**config.mk**
```make
export PLATFORM = sky130hd
export DESIGN_NAME = stable_priority_queue_unit
export DESIGN_NICKNAME = d
export VERILOG_FILES = /design/src/hw/rtl/spq_pkg.sv /design/src/hw/rtl/stable_priority_queue_unit.sv /design/src/hw/rtl/spq_ctrl.sv /design/src/hw/rtl/spq_datapath.sv
export SDC_FILE = /design/constraint.sdc
export NUM_CORES = 1
export LEC_CHECK = 0
export BUFFER_PORTS_ARGS = -buffer_cell sky130_fd_sc_hd__clkbuf_2
export CORE_ASPECT_RATIO = 0.8
export CORE_MARGIN = 1.5
export CORE_UTILIZATION = 45
export DETAILED_ROUTE_END_ITERATION = 8
export GPL_ROUTABILITY_DRIVEN = 0
export PLACE_DENSITY = 0.6
export SETUP_SLACK_MARGIN = 0.1
export SLEW_MARGIN = 20
export SYNTH_ARGS = -nofsm -noshare
export SYNTH_HDL_FRONTEND = slang
export SYNTH_SLANG_ARGS = --single-unit
export TNS_END_PERCENT = 5
```
**constraint.sdc**
```tcl
create_clock -name clk -period 5.15 [get_ports clk]
set_clock_uncertainty 0.2 [all_clocks]
set_input_delay 0.2575 -clock clk [delete_from_list [all_inputs] [get_ports clk]]
set_output_delay 0.2575 -clock clk [all_outputs]
set_load 0.1 [all_outputs]
```
**src/hw/rtl/spq_pkg.sv**
```systemverilog
package spq_pkg;

  // Operation carried with each input item.
  typedef enum logic {
    CMD_ENQ = 1'b0,
    CMD_DEQ = 1'b1
  } cmd_t;

  // Outcome reported with each result item.
  typedef enum logic [1:0] {
    STATUS_OK        = 2'd0,
    STATUS_DEQ_EMPTY = 2'd1,
    STATUS_ENQ_FULL  = 2'd2
  } status_t;

  // Configuration register map.
  localparam int unsigned CFG_ADDR_W    = 1;
  localparam int unsigned CFG_DATA_W    = 32;
  localparam logic [CFG_ADDR_W-1:0] REG_FIFO_MODE = 1'b0;

  // Commands from the controller to the datapath.
  typedef struct packed {
    logic take;  // register the accepted item
    logic exec;  // apply it to the cell row and load the result register
  } ctl_t;

endpackage

```
**src/hw/rtl/stable_priority_queue_unit.sv**
```systemverilog
// Stable priority queue of (id, priority) entries held in a row of DEPTH cells.
// An enqueue (tuser 0) is placed behind every stored entry of equal or higher
// priority, or at the tail when fifo_mode is set; a dequeue (tuser 1) returns
// the head. Every item gives exactly one result item carrying a status in
// out_tuser: ok, dequeue from an empty queue, or enqueue dropped on a full
// queue; is_empty and occupancy describe the queue after the item. Each item
// is first registered, then executed in a step in which all cells compare
// and shift together; a new item is taken only after the previous one has
// been executed. The result register lets the next item be taken while the
// previous result still waits. Configuration writes are meant for idle time.
module stable_priority_queue_unit #(
  parameter int unsigned DEPTH     = 16,
  parameter int unsigned ID_BITS   = 8,
  parameter int unsigned PRIO_BITS = 3
) (
  input  logic                              clk,
  input  logic                              rst_n,
  // in_tdata: item_id, item_priority
  input  logic                              in_tvalid,
  output logic                              in_tready,
  input  logic [((ID_BITS+PRIO_BITS+7)/8)*8-1:0] in_tdata,
  // in_tuser: cmd
  input  logic [0:0]                        in_tuser,
  // out_tdata: out_id, out_priority, is_empty, occupancy
  output logic                              out_tvalid,
  input  logic                              out_tready,
  output logic [((ID_BITS+PRIO_BITS+1+$clog2(DEPTH+1)+7)/8)*8-1:0] out_tdata,
  // out_tuser: status
  output logic [1:0]                        out_tuser,
  input  logic                              cfg_psel,
  input  logic                              cfg_penable,
  input  logic                              cfg_pwrite,
  input  logic [spq_pkg::CFG_ADDR_W-1:0]    cfg_paddr,
  input  logic [spq_pkg::CFG_DATA_W-1:0]    cfg_pwdata,
  output logic [spq_pkg::CFG_DATA_W-1:0]    cfg_prdata,
  output logic                              cfg_pready
);
  import spq_pkg::*;

  localparam int unsigned CNT_W     = $clog2(DEPTH + 1);
  localparam int unsigned OUT_W     = ID_BITS + PRIO_BITS + 1 + CNT_W;
  localparam int unsigned OUT_TD_W  = ((OUT_W + 7) / 8) * 8;
  localparam int unsigned EMPTY_BIT = ID_BITS + PRIO_BITS;
  localparam int unsigned OCC_LSB   = ID_BITS + PRIO_BITS + 1;

  ctl_t                 ctl;
  logic                 fifo_mode_r;
  logic [ID_BITS-1:0]   res_id;
  logic [PRIO_BITS-1:0] res_prio;
  status_t              res_status;
  logic                 res_empty;
  logic [CNT_W-1:0]     res_occ;

  // Configuration register; writes complete in the access phase.
  assign cfg_pready = 1'b1;
  always_ff @(posedge clk) begin
    if (!rst_n) begin
      fifo_mode_r <= 1'b0;
    end else if (cfg_psel && cfg_penable && cfg_pwrite && cfg_pready &&
                 (cfg_paddr == REG_FIFO_MODE)) begin
      fifo_mode_r <= cfg_pwdata[0];
    end
  end
  assign cfg_prdata = (cfg_paddr == REG_FIFO_MODE) ? CFG_DATA_W'(fifo_mode_r) : '0;

  spq_ctrl u_ctrl (
    .clk        (clk),
    .rst_n      (rst_n),
    .in_tvalid  (in_tvalid),
    .in_tready  (in_tready),
    .out_tvalid (out_tvalid),
    .out_tready (out_tready),
    .ctl        (ctl)
  );

  spq_datapath #(
    .DEPTH     (DEPTH),
    .ID_BITS   (ID_BITS),
    .PRIO_BITS (PRIO_BITS),
    .CNT_W     (CNT_W)
  ) u_datapath (
    .clk        (clk),
    .rst_n      (rst_n),
    .ctl        (ctl),
    .fifo_mode  (fifo_mode_r),
    .in_cmd     (cmd_t'(in_tuser[0])),
    .in_id      (in_tdata[ID_BITS-1:0]),
    .in_prio    (in_tdata[ID_BITS+PRIO_BITS-1:ID_BITS]),
    .res_id     (res_id),
    .res_prio   (res_prio),
    .res_status (res_status),
    .res_empty  (res_empty),
    .res_occ    (res_occ)
  );

  // Result packing, first field in the lowest bits.
  assign out_tdata = OUT_TD_W'({res_occ, res_empty, res_prio, res_id});
  assign out_tuser = res_status;

  // An accepted item blocks the input until it has been executed.
  a_take_blocks: assert property (@(posedge clk) disable iff (!rst_n)
    (in_tvalid && in_tready) |=> !in_tready)
    else $error("input taken again before the previous item was executed");

  // An empty-queue dequeue reports an empty queue and no entries.
  a_deq_empty: assert property (@(posedge clk) disable iff (!rst_n)
    (out_tvalid && (out_tuser == STATUS_DEQ_EMPTY)) |->
    (out_tdata[EMPTY_BIT] && (out_tdata[OCC_LSB+CNT_W-1:OCC_LSB] == '0)))
    else $error("dequeue from empty reported with entries stored");

  // A dropped enqueue happens only on a full queue.
  a_enq_full: assert property (@(posedge clk) disable iff (!rst_n)
    (out_tvalid && (out_tuser == STATUS_ENQ_FULL)) |->
    (out_tdata[OCC_LSB+CNT_W-1:OCC_LSB] == CNT_W'(DEPTH)))
    else $error("enqueue dropped while the queue was not full");

  // Reported occupancy never exceeds the cell count.
  a_occ_range: assert property (@(posedge clk) disable iff (!rst_n)
    out_tvalid |-> (out_tdata[OCC_LSB+CNT_W-1:OCC_LSB] <= CNT_W'(DEPTH)))
    else $error("occupancy above depth");

endmodule

```
**src/hw/rtl/spq_ctrl.sv**
```systemverilog
module spq_ctrl (
  input  logic          clk,
  input  logic          rst_n,
  input  logic          in_tvalid,
  output logic          in_tready,
  output logic          out_tvalid,
  input  logic          out_tready,
  output spq_pkg::ctl_t ctl
);
  import spq_pkg::*;

  typedef enum logic {
    S_IDLE,
    S_EXEC
  } state_t;

  state_t state_r;
  logic   in_tready_r;
  logic   out_valid_r;

  // The item is taken in idle; it is executed once the result register is free.
  assign ctl.take = in_tvalid && in_tready_r;
  assign ctl.exec = (state_r == S_EXEC) && (!out_valid_r || out_tready);

  assign in_tready  = in_tready_r;
  assign out_tvalid = out_valid_r;

  // State and registered handshake outputs.
  always_ff @(posedge clk) begin
    if (!rst_n) begin
      state_r     <= S_IDLE;
      in_tready_r <= 1'b1;
      out_valid_r <= 1'b0;
    end else begin
      unique case (state_r)
        S_IDLE: begin
          if (ctl.take) begin
            state_r     <= S_EXEC;
            in_tready_r <= 1'b0;
          end
        end
        S_EXEC: begin
          if (ctl.exec) begin
            state_r     <= S_IDLE;
            in_tready_r <= 1'b1;
          end
        end
        default: begin
          state_r     <= S_IDLE;
          in_tready_r <= 1'b1;
        end
      endcase
      if (ctl.exec) begin
        out_valid_r <= 1'b1;
      end else if (out_tready) begin
        out_valid_r <= 1'b0;
      end
    end
  end

endmodule

```
**src/hw/rtl/spq_datapath.sv**
```systemverilog
module spq_datapath #(
  parameter int unsigned DEPTH     = 16,
  parameter int unsigned ID_BITS   = 8,
  parameter int unsigned PRIO_BITS = 3,
  parameter int unsigned CNT_W     = $clog2(DEPTH + 1)
) (
  input  logic                  clk,
  input  logic                  rst_n,
  input  spq_pkg::ctl_t         ctl,
  input  logic                  fifo_mode,
  input  spq_pkg::cmd_t         in_cmd,
  input  logic [ID_BITS-1:0]    in_id,
  input  logic [PRIO_BITS-1:0]  in_prio,
  output logic [ID_BITS-1:0]    res_id,
  output logic [PRIO_BITS-1:0]  res_prio,
  output spq_pkg::status_t      res_status,
  output logic                  res_empty,
  output logic [CNT_W-1:0]      res_occ
);
  import spq_pkg::*;

  // Registered item under execution.
  cmd_t                 item_cmd_r;
  logic [ID_BITS-1:0]   item_id_r;
  logic [PRIO_BITS-1:0] item_prio_r;

  // Cell row, head at cell 0; only cells below the fill count hold entries.
  logic [ID_BITS-1:0]   slot_id_r    [DEPTH];
  logic [PRIO_BITS-1:0] slot_prio_r  [DEPTH];
  logic [ID_BITS-1:0]   slot_id_nxt  [DEPTH];
  logic [PRIO_BITS-1:0] slot_prio_nxt[DEPTH];
  logic [CNT_W-1:0]     fill_r;
  logic [CNT_W-1:0]     fill_nxt;

  // Result register.
  logic [ID_BITS-1:0]   res_id_r,     res_id_nxt;
  logic [PRIO_BITS-1:0] res_prio_r,   res_prio_nxt;
  status_t              res_status_r, res_status_nxt;
  logic [CNT_W-1:0]     res_occ_r;

  // Per-cell insert candidates and the cells behind the insert point.
  logic [DEPTH-1:0] stop;
  logic [DEPTH-1:0] seen;

  // A cell stops the search at the fill point, or in priority mode where a
  // stored entry has lower priority than the new one.
  always_comb begin
    for (int k = 0; k < DEPTH; k++) begin
      stop[k] = (CNT_W'(k) == fill_r) ||
                (!fifo_mode && (CNT_W'(k) < fill_r) && (slot_prio_r[k] < item_prio_r));
    end
  end

  // A cell lies behind the insert point when any earlier cell stops the search.
  always_comb begin
    for (int k = 0; k < DEPTH; k++) begin
      seen[k] = 1'b0;
      for (int j = 0; j < k; j++) begin
        seen[k] = seen[k] | stop[j];
      end
    end
  end

  // Next state of the cell row and the result of the executed item.
  always_comb begin
    fill_nxt       = fill_r;
    res_id_nxt     = '0;
    res_prio_nxt   = '0;
    res_status_nxt = STATUS_OK;
    for (int k = 0; k < DEPTH; k++) begin
      slot_id_nxt[k]   = slot_id_r[k];
      slot_prio_nxt[k] = slot_prio_r[k];
    end
    if (item_cmd_r == CMD_DEQ) begin
      if (fill_r == '0) begin
        res_status_nxt = STATUS_DEQ_EMPTY;
      end else begin
        res_id_nxt   = slot_id_r[0];
        res_prio_nxt = slot_prio_r[0];
        for (int k = 0; k < DEPTH - 1; k++) begin
          slot_id_nxt[k]   = slot_id_r[k+1];
          slot_prio_nxt[k] = slot_prio_r[k+1];
        end
        fill_nxt = fill_r - CNT_W'(1);
      end
    end else if (fill_r == CNT_W'(DEPTH)) begin
      res_status_nxt = STATUS_ENQ_FULL;
    end else begin
      if (stop[0]) begin
        slot_id_nxt[0]   = item_id_r;
        slot_prio_nxt[0] = item_prio_r;
      end
      for (int k = 1; k < DEPTH; k++) begin
        if (seen[k]) begin
          slot_id_nxt[k]   = slot_id_r[k-1];
          slot_prio_nxt[k] = slot_prio_r[k-1];
        end else if (stop[k]) begin
          slot_id_nxt[k]   = item_id_r;
          slot_prio_nxt[k] = item_prio_r;
        end
      end
      fill_nxt = fill_r + CNT_W'(1);
    end
  end

  // Fill count.
  always_ff @(posedge clk) begin
    if (!rst_n) begin
      fill_r <= '0;
    end else if (ctl.exec) begin
      fill_r <= fill_nxt;
    end
  end

  // Item register, cell row and result register.
  always_ff @(posedge clk) begin
    if (ctl.take) begin
      item_cmd_r  <= in_cmd;
      item_id_r   <= in_id;
      item_prio_r <= in_prio;
    end
    if (ctl.exec) begin
      for (int k = 0; k < DEPTH; k++) begin
        slot_id_r[k]   <= slot_id_nxt[k];
        slot_prio_r[k] <= slot_prio_nxt[k];
      end
      res_id_r     <= res_id_nxt;
      res_prio_r   <= res_prio_nxt;
      res_status_r <= res_status_nxt;
      res_occ_r    <= fill_nxt;
    end
  end

  assign res_id     = res_id_r;
  assign res_prio   = res_prio_r;
  assign res_status = res_status_r;
  assign res_occ    = res_occ_r;
  assign res_empty  = (res_occ_r == '0);

endmodule
```
==> impl_metrics.env <==
export IMPL_grt_max_degree=174
export IMPL_worstSetupStartpointType="register"
export IMPL_cts_sinks=215
export IMPL_synth_edff_count=206
export IMPL_ant_nets=0
export IMPL_holdPathStages=2
export IMPL_stdcell_count=1537
export IMPL_die_w_um=186
export IMPL_synth_warnings=0
export IMPL_final_cell_mix="edfxtp_1, nand2_1, o21ai_0"
export IMPL_tritoncts="built"
export IMPL_avgRoutedWirePerCell_um=20.7
export IMPL_synth_area_um2=12100
export IMPL_hpwlAfterDp_mm=20.9
export IMPL_std_cell_rows=53
export IMPL_timing_rr_start="u_datapath.fill_r[1]"
export IMPL_drt_wl_total_mm=31.8
export IMPL_worstSkewPairLatency_ns=0.54
export IMPL_drc=0
export IMPL_r2r_cells=9
export IMPL_crit_start="u_datapath.fill_r[1]"
export IMPL_power_w=0.00520
export IMPL_grt_pass1_vias=8805
export IMPL_ys_seq_elements=215
export IMPL_ctsHtreeMaxLevel=1
export IMPL_clk_path_buf_depth=3
export IMPL_clkSlewWorstSetupHoldPaths_ns=0.06
export IMPL_setup_viol=0
export IMPL_placed_cells=1477
export IMPL_die_h_um=149
export IMPL_vias_per_cell=5.99
export IMPL_fillers=2393
export IMPL_critPathRequiredTime_ns=5.14
export IMPL_synthArstFlopShare=0
export IMPL_hold_path_class="primary input to register"
export IMPL_leakagePower_nw=5.13
export IMPL_die_area_um2=27800
export IMPL_cp_slowest_cell="dfxtp_1"
export IMPL_antennaDiodeCount=0
export IMPL_yosysSeqAreaShare=0.528
export IMPL_cp_arrival_ns=4.18
export IMPL_cap_viol_max_count=0
export IMPL_drive_above_1_share=0.116
export IMPL_hold_ws_ns=0.223
export IMPL_grt_total_usage=0.230
export IMPL_maxSlewViolCount=0
export IMPL_pin_count=118
export IMPL_synth_area_per_cell_um2=10.6
export IMPL_root_buffer="clkbuf_16"
export IMPL_hold_violations=0
export IMPL_finalSetupTns_ns=0
export IMPL_final_nets=1258
export IMPL_grt_pass1_wl_mm=49.5
export IMPL_worst_path_buf_inv=1
export IMPL_dr_pass1_iters=5
export IMPL_power_density_nw_per_um2=385
export IMPL_fmax_ghz=0.239
export IMPL_overflow=0
export IMPL_cts_resized_gates=0
export IMPL_crit_fanout=16
export IMPL_cpLargestDelayFamily="simple AND/OR/NAND/NOR gates"
export IMPL_critical_path_class="register to register"
export IMPL_coreArea_um2=26300
export IMPL_synth_top_area_frac=0.513
export IMPL_min_period_ns=4.19
export IMPL_final_common_cell="edfxtp_1"
export IMPL_hp_start="in_tdata[4]"
export IMPL_max_slew_worst_pin_slew_ns=0.851
export IMPL_synth_ff_type="edfxtp_1"
export IMPL_r2r_end="u_datapath.slot_prio_r[3][9]"
export IMPL_area_delta_synth_final_pct=11.9
export IMPL_rsz0062_at_grt="no"
export IMPL_cp_end_kind="register"
export IMPL_worst_path_largest_cell_delay_ns=0.69
export IMPL_io_buffers=42
export IMPL_r2r_slack_ns=0.96
export IMPL_status="finished clean"
export IMPL_numCtsBuffers=24
export IMPL_period_share=0.814
export IMPL_netlist_instances=1133
export IMPL_min_to="u_datapath.item_id_r[4]"
export IMPL_ir_drop_mv=0.254
export IMPL_synth_cell_type_count=63
export IMPL_synth_area_leaders="edfxtp_1, nand2_1, mux2i_1"
export IMPL_path_cells="inv_1 > ha_1 > nand2b_1 > nor2_1 > a21oi_1 > and4_1 > nand4_1 > or3_4 > o311a_1"
export IMPL_vias=9211
export IMPL_synth_top_area_cell="edfxtp_1"
export IMPL_start_util=0.458
export IMPL_grt_antenna_before_repair=0
export IMPL_drt_iter0_drc=921
export IMPL_slew_headroom=0.433
==> stage by stage <==
step           utilization  instance area (um2)  worst slack, ns
4_1_cts              0.512                13500             1.03
2_1_floorplan            -                12200             1.33
3_3_place_gp         0.477                12600            0.982
6_report             0.512                13500            0.957
3_5_place_dp         0.477                12600             1.04
5_1_grt              0.512                13500            0.755
==> power by group <==
part,switching (W),leakage (nW),internal (W)
clock,0.000716,0.360,0.000910
sequential,0.0000886,1.98,0.00213
combinational,0.000929,2.79,0.000427
==> synthesized netlist by cell type (all sizes together) (5+ instances only) <==
master    n
a211oi    5
a221o    58
and2     27
o21ai    86
mux2i    66
a32oi    13
edfxtp  206
o211ai   23
ha       37
nor3      9
mux2     11
nor2b     5
nand2   189
inv      12
nand2b   14
a21o      6
a21oi    63
o311ai   10
dfxtp     9
buf      64
nor2     45
a31oi     8
clkbuf   73
nand3    34
==> worst reg2reg max path, cell delays in order (launching register included) <==
cell and delay (ns):
dfxtp_1 0.69, inv_1 0.13, ha_1 0.31, nand2b_1 0.13
nor2_1 0.10, a21oi_1 0.22, and4_1 0.32, nand4_1 0.43
or3_4 0.67, o311a_1 0.65
==> layer usage <==
metal / up-vias / GRT usage / share of wire
met5: - / 0 / 0
met4: 0 / 0.0730 / 0.029
met3: 47 / 0.0256 / 0.050
met2: 296 / 0.350 / 0.44
met1: 4616 / 0.343 / 0.48
li1: 4252 / - / -
==> layout make-up <==
type	instances	area, um2	area share
repair buffers	105	766	0.0568
flip-flops and latches	215	6370	0.472
well taps	357	447	0.0331
clock inverters	14	121	0.00900
multi-input cells	804	5120	0.379
inverters	14	52.6	0.00390
clock buffers	28	616	0.0456
==> timing repair <==
item                                   4_1_cts  5_1_grt
buffers inserted                             0        0
endpoints found under the hold margin       21        0
hold buffers                                18        0
==> registers in the layout, indices dropped and copies added, names as in the netlist, 3 cells and up <==
signal                  count
u_datapath.res_id           8
u_datapath.fill_r           5
u_datapath.res_prio         3
u_datapath.res_occ          5
u_datapath.item_id_r        8
u_datapath.slot_id_r      128
u_datapath.slot_prio_r     48
u_datapath.item_prio_r      3
==> logic make-up (layout without fill, tap and decap cells) <==
| group | after synthesis | count (layout) | synth area share |
|---|---|---|---|
| and+or+nand+nor | 348 | 348 | 0.131 |
| other | 2 | 39 | 0.000623 |
| buffers and inverters | 151 | 161 | 0.0617 |
| adders and majority gates | 37 | 37 | 0.0384 |
| muxes | 77 | 77 | 0.0651 |
| AOI/OAI and AO/OA | 301 | 301 | 0.173 |
| DFF | 215 | 215 | 0.528 |
| xor gates and xnor gates | 2 | 2 | 0.00145 |
==> worst max path at each step <==
stage	end	slack, ns	depth (start not counted)
6_report	u_datapath.slot_prio_r[3][9]	0.96	9
5_1_grt	u_datapath.slot_prio_r[3][9]	0.75	7
4_1_cts	u_datapath.slot_prio_r[3][9]	1.03	7
3_5_place_dp	u_datapath.slot_id_r[1][62]	1.04	7
3_3_place_gp	u_datapath.slot_id_r[1][29]	0.98	11
2_1_floorplan	u_datapath.slot_id_r[1][10]	1.33	10
Note: power is estimated with default switching activity, not from simulation.
